[src/mam_pkg.sv]
package mam_pkg;

   // table size default
   localparam int ALARM_SLOTS_DEF = 8;

   // request modes
   localparam logic [2:0] MODE_TICK   = 3'd0;
   localparam logic [2:0] MODE_SET    = 3'd1;
   localparam logic [2:0] MODE_DELETE = 3'd2;
   localparam logic [2:0] MODE_TOGGLE = 3'd3;
   localparam logic [2:0] MODE_SNOOZE = 3'd4;

   // response status codes
   localparam logic [2:0] ST_OK         = 3'd0;
   localparam logic [2:0] ST_NO_FREE    = 3'd1;
   localparam logic [2:0] ST_BAD_TIME   = 3'd2;
   localparam logic [2:0] ST_BAD_REPEAT = 3'd3;
   localparam logic [2:0] ST_BAD_SLOT   = 3'd4;
   localparam logic [2:0] ST_EMPTY      = 3'd5;

   // repeat types
   localparam logic [1:0] REP_NONE     = 2'd0;
   localparam logic [1:0] REP_ONCE     = 2'd1;
   localparam logic [1:0] REP_DAILY    = 2'd2;
   localparam logic [1:0] REP_WEEKDAYS = 2'd3;

   // clock arithmetic
   localparam logic [6:0] SNOOZE_MIN     = 7'd5;
   localparam logic [6:0] MIN_PER_HOUR   = 7'd60;
   localparam logic [4:0] HOUR_PER_DAY   = 5'd24;
   localparam logic [2:0] DAY_SUNDAY     = 3'd0;
   localparam logic [2:0] DAY_SATURDAY   = 3'd6;

   // one alarm slot
   typedef struct packed {
      logic       in_use;
      logic [4:0] hour;
      logic [5:0] minute;
      logic       enabled;
      logic [1:0] repeat_kind;
      logic       fired;
   } slot_entry_type;

   // result of evaluating one slot against the held request
   typedef struct packed {
      logic           fire;
      slot_entry_type entry;
   } slot_eval_type;

endpackage

[src/mam_slot_table.sv]
module mam_slot_table
   import mam_pkg::*;
#(
   parameter int ALARM_SLOTS = ALARM_SLOTS_DEF,
   parameter int IDX_W       = (ALARM_SLOTS > 1) ? $clog2(ALARM_SLOTS) : 1
) (
   input  logic                 clock,
   input  logic                 reset,
   input  logic [IDX_W-1:0]     idx,
   input  logic                 wr_en,
   input  slot_entry_type       wr_data,
   output slot_entry_type       rd_data
);

   logic             in_use_ff  [ALARM_SLOTS];
   logic [4:0]       hour_ff    [ALARM_SLOTS];
   logic [5:0]       minute_ff  [ALARM_SLOTS];
   logic             enabled_ff [ALARM_SLOTS];
   logic [1:0]       repeat_ff  [ALARM_SLOTS];
   logic             fired_ff   [ALARM_SLOTS];

   // flags cleared and repeat type set to once at reset
   always_ff @(posedge clock) begin
      if (reset) begin
         for (int i = 0; i < ALARM_SLOTS; i++) begin
            in_use_ff[i]  <= 1'b0;
            enabled_ff[i] <= 1'b0;
            fired_ff[i]   <= 1'b0;
            repeat_ff[i]  <= REP_ONCE;
         end
      end else if (wr_en) begin
         in_use_ff[idx]  <= wr_data.in_use;
         enabled_ff[idx] <= wr_data.enabled;
         fired_ff[idx]   <= wr_data.fired;
         repeat_ff[idx]  <= wr_data.repeat_kind;
      end
   end

   // alarm time, undefined until a set writes it
   always_ff @(posedge clock) begin
      if (wr_en) begin
         hour_ff[idx]   <= wr_data.hour;
         minute_ff[idx] <= wr_data.minute;
      end
   end

   // read of the addressed slot
   always_comb begin
      rd_data.in_use      = in_use_ff[idx];
      rd_data.hour        = hour_ff[idx];
      rd_data.minute      = minute_ff[idx];
      rd_data.enabled     = enabled_ff[idx];
      rd_data.repeat_kind = repeat_ff[idx];
      rd_data.fired       = fired_ff[idx];
   end

endmodule

[src/mam_slot_eval.sv]
module mam_slot_eval
   import mam_pkg::*;
(
   input  logic [2:0]     mode,
   input  logic [4:0]     hour,
   input  logic [5:0]     minute,
   input  logic [2:0]     weekday,
   input  logic [1:0]     repeat_req,
   input  slot_entry_type cur,
   output slot_eval_type  res
);

   logic       weekend;
   logic       match;
   logic       fire;
   logic [6:0] snz_sum;
   logic [5:0] snz_min;
   logic [4:0] hour_inc;
   logic [4:0] snz_hour;

   // match of the slot against the current time
   assign weekend = (weekday == DAY_SUNDAY) || (weekday == DAY_SATURDAY);
   assign match   = (cur.hour == hour) && (cur.minute == minute);
   assign fire    = cur.enabled && !cur.fired && match
                    && !((cur.repeat_kind == REP_WEEKDAYS) && weekend);

   // snooze arithmetic with minute and hour wrap
   assign snz_sum  = {1'b0, cur.minute} + SNOOZE_MIN;
   assign hour_inc = (cur.hour + 5'd1 >= HOUR_PER_DAY) ? 5'd0 : cur.hour + 5'd1;
   always_comb begin
      if (snz_sum >= MIN_PER_HOUR) begin
         snz_min  = 6'(snz_sum - MIN_PER_HOUR);
         snz_hour = hour_inc;
      end else begin
         snz_min  = snz_sum[5:0];
         snz_hour = cur.hour;
      end
   end

   // next slot contents per mode
   always_comb begin
      res.fire  = 1'b0;
      res.entry = cur;
      unique case (mode)
         MODE_TICK: begin
            res.fire = fire;
            if (fire) begin
               res.entry.fired = 1'b1;
               if (cur.repeat_kind == REP_ONCE) begin
                  res.entry.enabled = 1'b0;
               end
            end
            // repeating slots re-arm once the minute has moved on
            if ((cur.repeat_kind != REP_ONCE) && (cur.minute != minute)) begin
               res.entry.fired = 1'b0;
            end
         end
         MODE_SET: begin
            res.entry.in_use      = 1'b1;
            res.entry.hour        = hour;
            res.entry.minute      = minute;
            res.entry.enabled     = 1'b1;
            res.entry.repeat_kind = repeat_req;
            res.entry.fired       = 1'b0;
         end
         MODE_DELETE: begin
            res.entry.in_use  = 1'b0;
            res.entry.enabled = 1'b0;
            res.entry.fired   = 1'b0;
         end
         MODE_TOGGLE: begin
            res.entry.enabled = !cur.enabled;
            if (!cur.enabled) begin
               res.entry.fired = 1'b0;
            end
         end
         MODE_SNOOZE: begin
            res.entry.hour    = snz_hour;
            res.entry.minute  = snz_min;
            res.entry.enabled = 1'b1;
            res.entry.fired   = 1'b0;
         end
         default: begin
            res.entry = cur;
         end
      endcase
   end

endmodule

[src/multi_slot_alarm_matcher.sv]
// Alarm table with ALARM_SLOTS slots, driven by one request at a time.
// Request channel: req_mode selects tick, set, delete, toggle or snooze; the
// request is taken on a rising edge with start high and busy low; busy then
// stays high until its response is produced, except for a bad slot or mode.
// Response channel: rsp_valid is high for exactly one cycle with status, slot,
// fired mask, fired flag and last fired slot; the receiver cannot stall it.
// Steps from the taking of a request to rsp_valid:
//   tick: every slot in turn, one slot read, evaluated and written back
//         per cycle through the shared slot evaluator
//   set: scans for the lowest free slot and writes it if the request is valid
//   delete, toggle, snooze: edit state; bad slot or unknown mode: idle only
// A new request may be started in the cycle in which rsp_valid is high.
// Reset leaves all slots free, disabled and unfired, with no response pending.
module multi_slot_alarm_matcher
   import mam_pkg::*;
#(
   parameter int ALARM_SLOTS = ALARM_SLOTS_DEF
) (
   input  logic       clock,
   input  logic       reset,
   input  logic       start,
   output logic       busy,
   input  logic [2:0] req_mode,
   input  logic [4:0] req_hour,
   input  logic [5:0] req_minute,
   input  logic [2:0] req_weekday,
   input  logic [2:0] req_slot,
   input  logic [1:0] req_repeat_req,
   output logic       rsp_valid,
   output logic [2:0] rsp_status,
   output logic [2:0] rsp_slot_used,
   output logic [7:0] rsp_fired_mask,
   output logic       rsp_fired_any,
   output logic [2:0] rsp_last_fired
);

   localparam int IDX_W = (ALARM_SLOTS > 1) ? $clog2(ALARM_SLOTS) : 1;
   localparam logic [IDX_W-1:0] IDX_LAST = IDX_W'(ALARM_SLOTS - 1);
   localparam logic [4:0] SLOTS_LIM = 5'(ALARM_SLOTS);
   localparam logic [4:0] MASK_SLOTS = 5'd8;

   localparam logic [1:0] S_IDLE = 2'd0;
   localparam logic [1:0] S_TICK = 2'd1;
   localparam logic [1:0] S_SCAN = 2'd2;
   localparam logic [1:0] S_EDIT = 2'd3;

   logic [1:0]       state_ff, state_in;
   logic [IDX_W-1:0] idx_ff, idx_in;
   logic [2:0]       mode_ff, mode_in;
   logic [4:0]       hour_ff, hour_in;
   logic [5:0]       minute_ff, minute_in;
   logic [2:0]       weekday_ff, weekday_in;
   logic [1:0]       repeat_ff, repeat_in;
   logic [7:0]       mask_ff, mask_in;
   logic [2:0]       last_ff, last_in;
   logic             rsp_valid_ff, rsp_valid_in;
   logic [2:0]       rsp_status_ff, rsp_status_in;
   logic [2:0]       rsp_used_ff, rsp_used_in;
   logic [7:0]       rsp_mask_ff, rsp_mask_in;
   logic [2:0]       rsp_last_ff, rsp_last_in;

   logic             wr_en;
   slot_entry_type   rd_entry;
   slot_eval_type    eval;
   logic             time_ok;
   logic [2:0]       idx_low;
   logic             idx_in_mask;

   // slot storage
   mam_slot_table #(
      .ALARM_SLOTS (ALARM_SLOTS),
      .IDX_W       (IDX_W)
   ) u_table (
      .clock   (clock),
      .reset   (reset),
      .idx     (idx_ff),
      .wr_en   (wr_en),
      .wr_data (eval.entry),
      .rd_data (rd_entry)
   );

   // shared slot evaluator
   mam_slot_eval u_eval (
      .mode       (mode_ff),
      .hour       (hour_ff),
      .minute     (minute_ff),
      .weekday    (weekday_ff),
      .repeat_req (repeat_ff),
      .cur        (rd_entry),
      .res        (eval)
   );

   assign time_ok     = (hour_ff < HOUR_PER_DAY) && ({1'b0, minute_ff} < MIN_PER_HOUR);
   assign idx_low     = 3'(idx_ff);
   assign idx_in_mask = 5'(idx_ff) < MASK_SLOTS;

   // sequencer
   always_comb begin
      state_in      = state_ff;
      idx_in        = idx_ff;
      mode_in       = mode_ff;
      hour_in       = hour_ff;
      minute_in     = minute_ff;
      weekday_in    = weekday_ff;
      repeat_in     = repeat_ff;
      mask_in       = mask_ff;
      last_in       = last_ff;
      rsp_valid_in  = 1'b0;
      rsp_status_in = rsp_status_ff;
      rsp_used_in   = rsp_used_ff;
      rsp_mask_in   = rsp_mask_ff;
      rsp_last_in   = rsp_last_ff;
      wr_en         = 1'b0;
      unique case (state_ff)
         S_IDLE: begin
            if (start) begin
               mode_in       = req_mode;
               hour_in       = req_hour;
               minute_in     = req_minute;
               weekday_in    = req_weekday;
               repeat_in     = req_repeat_req;
               idx_in        = '0;
               mask_in       = '0;
               last_in       = '0;
               rsp_status_in = ST_OK;
               rsp_used_in   = '0;
               rsp_mask_in   = '0;
               rsp_last_in   = '0;
               unique case (req_mode) inside
                  MODE_TICK: begin
                     state_in = S_TICK;
                  end
                  MODE_SET: begin
                     state_in = S_SCAN;
                  end
                  MODE_DELETE, MODE_TOGGLE, MODE_SNOOZE: begin
                     rsp_used_in = req_slot;
                     if ({2'b00, req_slot} >= SLOTS_LIM) begin
                        rsp_status_in = ST_BAD_SLOT;
                        rsp_valid_in  = 1'b1;
                     end else begin
                        idx_in   = IDX_W'(req_slot);
                        state_in = S_EDIT;
                     end
                  end
                  default: begin
                     rsp_valid_in = 1'b1;
                  end
               endcase
            end
         end
         // one slot per cycle: evaluate and write back
         S_TICK: begin
            wr_en = 1'b1;
            if (eval.fire) begin
               last_in = idx_low;
               if (idx_in_mask) begin
                  mask_in = mask_ff | (8'd1 << idx_low);
               end
            end
            if (idx_ff == IDX_LAST) begin
               rsp_valid_in = 1'b1;
               rsp_mask_in  = mask_in;
               rsp_last_in  = last_in;
               state_in     = S_IDLE;
            end else begin
               idx_in = idx_ff + IDX_W'(1);
            end
         end
         // search for the lowest free slot
         S_SCAN: begin
            if (!rd_entry.in_use) begin
               if (!time_ok) begin
                  rsp_status_in = ST_BAD_TIME;
               end else if (repeat_ff == REP_NONE) begin
                  rsp_status_in = ST_BAD_REPEAT;
               end else begin
                  wr_en       = 1'b1;
                  rsp_used_in = idx_low;
               end
               rsp_valid_in = 1'b1;
               state_in     = S_IDLE;
            end else if (idx_ff == IDX_LAST) begin
               rsp_status_in = ST_NO_FREE;
               rsp_valid_in  = 1'b1;
               state_in      = S_IDLE;
            end else begin
               idx_in = idx_ff + IDX_W'(1);
            end
         end
         // delete, toggle or snooze of the addressed slot
         S_EDIT: begin
            if (!rd_entry.in_use) begin
               rsp_status_in = ST_EMPTY;
            end else begin
               wr_en = 1'b1;
            end
            rsp_valid_in = 1'b1;
            state_in     = S_IDLE;
         end
         default: begin
            state_in = S_IDLE;
         end
      endcase
   end

   // control registers
   always_ff @(posedge clock) begin
      if (reset) begin
         state_ff     <= S_IDLE;
         rsp_valid_ff <= 1'b0;
      end else begin
         state_ff     <= state_in;
         rsp_valid_ff <= rsp_valid_in;
      end
   end

   // request and response payload
   always_ff @(posedge clock) begin
      idx_ff        <= idx_in;
      mode_ff       <= mode_in;
      hour_ff       <= hour_in;
      minute_ff     <= minute_in;
      weekday_ff    <= weekday_in;
      repeat_ff     <= repeat_in;
      mask_ff       <= mask_in;
      last_ff       <= last_in;
      rsp_status_ff <= rsp_status_in;
      rsp_used_ff   <= rsp_used_in;
      rsp_mask_ff   <= rsp_mask_in;
      rsp_last_ff   <= rsp_last_in;
   end

   assign busy           = (state_ff != S_IDLE);
   assign rsp_valid      = rsp_valid_ff;
   assign rsp_status     = rsp_status_ff;
   assign rsp_slot_used  = rsp_used_ff;
   assign rsp_fired_mask = rsp_mask_ff;
   assign rsp_fired_any  = |rsp_mask_ff;
   assign rsp_last_fired = rsp_last_ff;

endmodule

[config.mk]
export PLATFORM = sky130hd
export DESIGN_NAME = multi_slot_alarm_matcher
export DESIGN_NICKNAME = d
export VERILOG_FILES = /design/src/mam_pkg.sv /design/src/mam_slot_table.sv /design/src/mam_slot_eval.sv /design/src/multi_slot_alarm_matcher.sv
export SDC_FILE = /design/constraint.sdc
export NUM_CORES = 1
export LEC_CHECK = 0
export BUFFER_PORTS_ARGS = -buffer_cell sky130_fd_sc_hd__buf_2
export CORE_ASPECT_RATIO = 0.7
export CORE_MARGIN = 4
export CORE_UTILIZATION = 34
export CTS_BUF_LIST = sky130_fd_sc_hd__clkbuf_8
export DETAILED_ROUTE_END_ITERATION = 16
export SLEW_MARGIN = 20
export SYNTH_ARGS = -nofsm -noshare
export SYNTH_HDL_FRONTEND = slang
export SYNTH_SLANG_ARGS = --single-unit
[constraint.sdc]
create_clock -name clock -period 5.4 [get_ports clock]
set_clock_uncertainty 0.2 [all_clocks]
set_input_delay 0.27 -clock clock [delete_from_list [all_inputs] [get_ports clock]]
set_output_delay 0.27 -clock clock [all_outputs]
set_load 0.1 [all_outputs]
==> flow_metrics.tcl, run 1 <==
set metrics [dict create \
    status "finished, final reports clean" \
    p_sw_uw 2150 \
    rsz0062_at_grt "no" \
    worst_hold_path_type "in -> reg" \
    synth_fp_nets 623 \
    finalSetupViolations 0 \
    power_uw 5170 \
    die_h_um 140 \
    drc 0 \
    cts_setup_buffers 0 \
    grt_pass1_vias 5335 \
    core-area_um2 24600 \
    arrival_ns 4.28 \
    clkPwrFrac 0.160 \
    die-area_um2 27600 \
    synth_commonest_cells "edfxtp_1, nor2_1, nand2_1" \
    crit_type "reg -> reg" \
    ctsLongestPathBuffers 2 \
    hpwl_um 14000 \
    synth.most_common_cell "edfxtp_1" \
    yosysUniqueCellTypes 59 \
    cts_buffers 17 \
    die_w_um 197 \
    drtAntennaViolNets 0 \
    routed-via-count 5395 \
    num_rows 48 \
    synth_seq_cells 184 \
    cts-root-buf "clkbuf_8" \
    synth_cells 585 \
    cap_violations 0 \
    final-hold-violation-count 0 \
    clk_pin_slew_ns 0.09 \
    wl_per_cell_um 20.3 \
    grt_max_degree 35 \
    wl_um 20300 \
    end_kind "register" \
    vdd_drop_max_v 0.000448 \
    p_int_uw 3010 \
    cts_tree "built" \
    synth_edf_count 178 \
    start_kind "register" \
    drive_gt1_frac 0.224 \
    io_pins 45 \
    yosys.area.top_type_share 0.630 \
    critPathMaxFanout 8 \
    ys.flop_type "edfxtp_1" \
    vias_per_cell 5.38 \
    place_congestion 0.934 \
    wl_met1_um 9550 \
    timing.setup.tns_ns 0 \
    drt_iter0_drc 461 \
    diodes 0 \
    fmax_mhz 232 \
    placed_cell_area_um2 9110 \
    whs_ns 0.0443 \
    syn_avg_cell_area_um2 14.5 \
    tightest_slew_ns 0.953 \
    seqPwrFrac 0.416 \
    wl_met2_um 9020 \
    hold_buffers 23 \
    htreeDepth 4 \
    clkLatencyLatePin_ns 0.48 \
    p_comb_frac 0.424 \
    relSlewSlack 0.360 \
    synthTopCellsByArea "edfxtp_1, mux4_2, nor2_1" \
    numPortBuffers 44 \
    grt_pass1_wl_um 31400 \
    slew_viol_final 0 \
    syn_area_um2 8480 \
    grt_usage 0.149 \
    finalCriticalPeriod_ns 4.32 \
    nets 704 \
    switching_share 0.417 \
    crit_required_ns 5.37 \
    yosysTopAreaCell "edfxtp_1" \
    dr.pass1.iters 5 \
    grt_antenna_before_repair 0 \
    numClockSinks 184 \
    area_growth_pct 14.1 \
    highest_layer "met4" \
    fin_crit_sh 0.800 \
    start_util 0.344 \
    yosysSeqAreaShare 0.645 \
    power_density_nw_per_um2 534 \
    yosysWarnings 0 \
    ctsResizeCount 0 \
    final_cell_area_um2 9680 \
    grt.overflow.total 0 \
    postSynth.asyncResetShare 0 \
    fill_cells 2300 \
    rrSetupSlack_ns 1.08 \
    routed-wl-met3_um 1420 \
    p_leak_uw 0.00322 \
]
## cell type report
type	instances	area [um2]	share of cell area
Inverter	15	56.3	0.00582
Clock buffer	17	234	0.0242
Clock inverter	14	101	0.0105
Timing Repair Buffer	83	571	0.0590
Multi-Input combinational cell	365	2840	0.294
Tap cell	325	407	0.0420
Sequential cell	184	5470	0.565
## registers in the layout, summed over array words and instances, names as in the netlist, named ones only
name and count:
u_table.hour_ff 40, last_ff 3, rsp_status 3, u_table.enabled_ff 8
u_table.minute_ff 48, u_table.repeat_ff 16, repeat_ff 2, rsp_fired_mask 8
u_table.in_use_ff 8, rsp_last_fired 3, idx_ff 3, rsp_slot_used 3
weekday_ff 3, minute_ff 6, rsp_valid 1, mask_ff 8
mode_ff 3, state_ff 2, hour_ff 5, u_table.fired_ff 8
## critical path, stage by stage, from the launching register on
cell and delay (ns):
dfxtp_1 0.59, mux4_2 0.55, mux2i_1 0.31, inv_2 0.11, ha_1 0.32, xnor2_1 0.27
ha_1 0.26, a31oi_1 0.10, a211oi_1 0.38, nand2_1 0.17, xor2_1 0.17, o21ai_0 0.60
## worst paths after layout
check | startpoint | endpoint | cells after the start
max | register | u_table.minute_ff[3][2] | 11
min | req_slot[2] | idx_ff[2] | 3
max reg2reg | register | u_table.minute_ff[3][2] | 11
min reg2reg | state_ff[1] | state_ff[1] | 2
## metal layers
layer	vias to the layer above	track usage
met5	-	0
met4	0	0.0434
met3	28	0.0375
met2	206	0.218
met1	2741	0.221
li1	2420	-
## cell families after synthesis
| logic type | count (synthesis) | share of synthesized area |
|---|---|---|
| DFF | 184 | 0.645 |
| buffers and inverters | 36 | 0.0218 |
| xor gates and xnor gates | 17 | 0.0176 |
| muxes | 57 | 0.106 |
| adders and majority gates | 13 | 0.0192 |
| and+or+nand+nor | 182 | 0.114 |
| AOI/OAI and AO/OA | 96 | 0.0764 |
## through the flow
step / std cells / setup WS (ns) / util
2_1_floorplan: 585 / 1.43 / -
3_3_place_gp: 949 / 1.21 / 0.370
3_5_place_dp: 949 / 1.13 / 0.370
4_1_cts: 1003 / 1.10 / 0.393
5_1_grt: 1003 / 0.633 / 0.393
6_report: 1003 / 1.08 / 0.393
## power groups by stage
stage | Sequential, uW | Combinational (uW) | Clock (uW)
3_3_place_gp | 2170 | 2110 | 0
6_report | 2150 | 2190 | 825
2_1_floorplan | 2370 | 1440 | 0
4_1_cts | 2150 | 2180 | 848
3_5_place_dp | 2180 | 2160 | 0
5_1_grt | 2180 | 2370 | 907
## placed cells by master (no fill, tap or decap), types with 14 or more instances in the layout
cell	instances
edfxtp_1	178
nor2_1	59
buf_2	44
nand2_1	36
o21ai_0	28
mux4_2	23
dlygate4sd3_1	23
mux2i_1	21
a21oi_1	20
clkbuf_8	17
buf_4	16
inv_1	14
Note: power is estimated with default switching activity, not from simulation.
==> inputs of run 2 (changes only) <==
==> constraint.sdc (replaced) <==
create_clock -name clock -period 4.3 [get_ports clock]
set_clock_uncertainty 0.2 [all_clocks]
set_input_delay 0.215 -clock clock [delete_from_list [all_inputs] [get_ports clock]]
set_output_delay 0.215 -clock clock [all_outputs]
set_load 0.1 [all_outputs]
==> run 2 against run 1 <==
  * Die area is the same
  * Sequential power rose by 26%
  * Critical path depth is the same
  * Largest power group unchanged
==> flow_metrics.tcl, run 2 (same netlist as run 1, synthesis figures left out) <==
set metrics [dict create \
    status "finished, final reports clean" \
    crit_type "reg -> reg" \
    drt_iter0_drc 521 \
    clk_pin_slew_ns 0.09 \
    slew_viol_final 0 \
    finalSetupViolations 0 \
    htreeDepth 4 \
    place_congestion 0.896 \
    grt_max_degree 32 \
    cts_setup_buffers 0 \
    grt_pass1_wl_um 32000 \
    vdd_drop_max_v 0.000442 \
    whs_ns 0.267 \
    power_density_nw_per_um2 686 \
    grt.overflow.total 0 \
    largest_reg_flops 48 \
    drive_gt1_frac 0.243 \
    arrival_ns 3.92 \
    hpwl_um 14500 \
    dr.pass1.iters 8 \
    final_core_util 0.401 \
    p_leak_uw 0.00334 \
    grt_pass1_vias 5440 \
    grt_antenna_before_repair 0 \
    cts_tree "built" \
    vias_per_cell 5.29 \
    finalCriticalPeriod_ns 3.95 \
    min_from "req_minute[3]" \
    relSlewSlack 0.290 \
    wl_per_cell_um 20.2 \
    numPortBuffers 44 \
    num_rows 48 \
    rrSetupSlack_ns 0.35 \
    final_cell_area_um2 9880 \
    nets 715 \
    wl_um 20500 \
    fmax_mhz 253 \
    die_h_um 140 \
    io_pins 45 \
    cts-root-buf "clkbuf_8" \
    drtAntennaViolNets 0 \
    path_cells "mux4_2 -> mux2i_2 -> inv_2 -> ha_1 -> xnor2_1 -> ha_1 -> a31oi_1 -> a211oi_2 -> nand3_1 -> xnor2_1 -> o21ai_0" \
    final_cells 1015 \
    worst_hold_path_type "in -> reg" \
    grt_usage 0.152 \
    critPathMaxFanout 8 \
    numClockSinks 184 \
    ctsLongestPathBuffers 2 \
    end_kind "register" \
    start_util 0.344 \
    timing.setup.tns_ns 0 \
    clkLatencyLatePin_ns 0.46 \
    routed-via-count 5369 \
    r2r.worst_path.cells 11 \
    crit_required_ns 4.27 \
    tightest_slew_ns 1.05 \
    fin_crit_sh 0.919 \
    min_to "minute_ff[3]" \
    cts_buffers 17 \
    placed_cells 958 \
    rsz0062_at_grt "no" \
    diodes 0 \
    hold-path-cell-count 2 \
    placed_cell_area_um2 9180 \
    cp_slowest_cell "o21ai_0" \
    die_w_um 197 \
    final_common_cell "edfxtp_1" \
    reg_top3 "u_table.minute_ff: 48 flops, u_table.hour_ff: 40 flops, u_table.repeat_ff: 16 flops" \
    start_kind "register" \
    core-area_um2 24600 \
    cap_violations 0 \
    drc 0 \
    final-hold-violation-count 0 \
    die-area_um2 27600 \
    critPathMaxStageDelay_ns 0.55 \
    reg2reg_to "u_table.minute_ff[6][4]" \
    regMostFlops "u_table.minute_ff" \
    final_cell_mix "edfxtp_1, nor2_1, buf_2" \
    area_growth_pct 16.5 \
]
==> run 2: cell count changes in the layout (fill, tap and decap cells not counted), moves of 2 or more <==
cell / before / now
buf_4: 16 / 25
bufinv_16: 0 / 4
inv_6: 5 / 2
a221o_1: 4 / 2
a221o_2: 0 / 2
clkinvlp_4: 3 / 1
dlygate4sd3_1: 23 / 25
==> run 2: worst max path at each step <==
stage                     start                 endpoint  slack [ns]  cells after the start
finish                 register  u_table.minute_ff[6][4]        0.35                     11
global route           register    u_table.hour_ff[3][3]        0.07                     12
CTS                    register    u_table.hour_ff[1][4]        0.07                     11
detailed placement     register  u_table.minute_ff[7][2]       -0.02                     11
global placement       register  u_table.minute_ff[4][2]        0.15                     11
floorplan           state_ff[1]        rsp_fired_mask[0]        0.33                      6
==> run 2: worst max-delay path: cells and delay by family (launching register included) <==
kind	cells	cell delay, ns
xor+xnor	2	0.42
fa+ha+maj	2	0.57
simple gates	1	0.14
buf+inv	1	0.11
flops	1	0.43
mux	2	0.80
compound gates	3	0.99
==> run 2: layout make-up <==
| type | count | area (um2) |
|---|---|---|
| timing repair buffer | 94 | 658 |
| sequential | 184 | 5470 |
| clock buffer | 17 | 234 |
| clock inverter | 15 | 200 |
| tap | 325 | 407 |
| multi-input combinational | 365 | 2860 |
| inverter | 15 | 56.3 |
| fill | 2282 | 14700 |
==> run 2: layer usage <==
metal | share of wire | routed length (um) | up-vias | GRT usage
li1 | - | - | 2445 | -
met1 | 0.49 | 10100 | 2726 | 0.228
met2 | 0.43 | 8920 | 175 | 0.218
met3 | 0.055 | 1120 | 23 | 0.0332
met4 | 0.021 | 428 | 0 | 0.0529
met5 | 0 | 0 | - | 0
==> run 2: through the flow <==
step | total power (uW) | setup slack (ns)
floorplan | 4790 | 0.331
global placement | 5440 | 0.154
detailed placement | 5500 | -0.0237
CTS | 6770 | 0.0696
global route | 7150 | 0.0717
finish | 6780 | 0.350
==> run 2: what timing repair did <==
item / in CTS / in global routing
hold buffers: 25 / 0
hold endpoints to repair: 27 / 0
endpoints found under the setup margin: 8 / 64
pin swaps: 0 / 0
gates resized for setup: 1 / 7
==> run 2: where the power goes <==
group | internal [uW] | switching, uW | leakage [uW]
Clock | 637 | 615 | 0.000225
Combinational | 934 | 1890 | 0.00139
Sequential | 2490 | 208 | 0.00173
Total | 4060 | 2720 | 0.00334
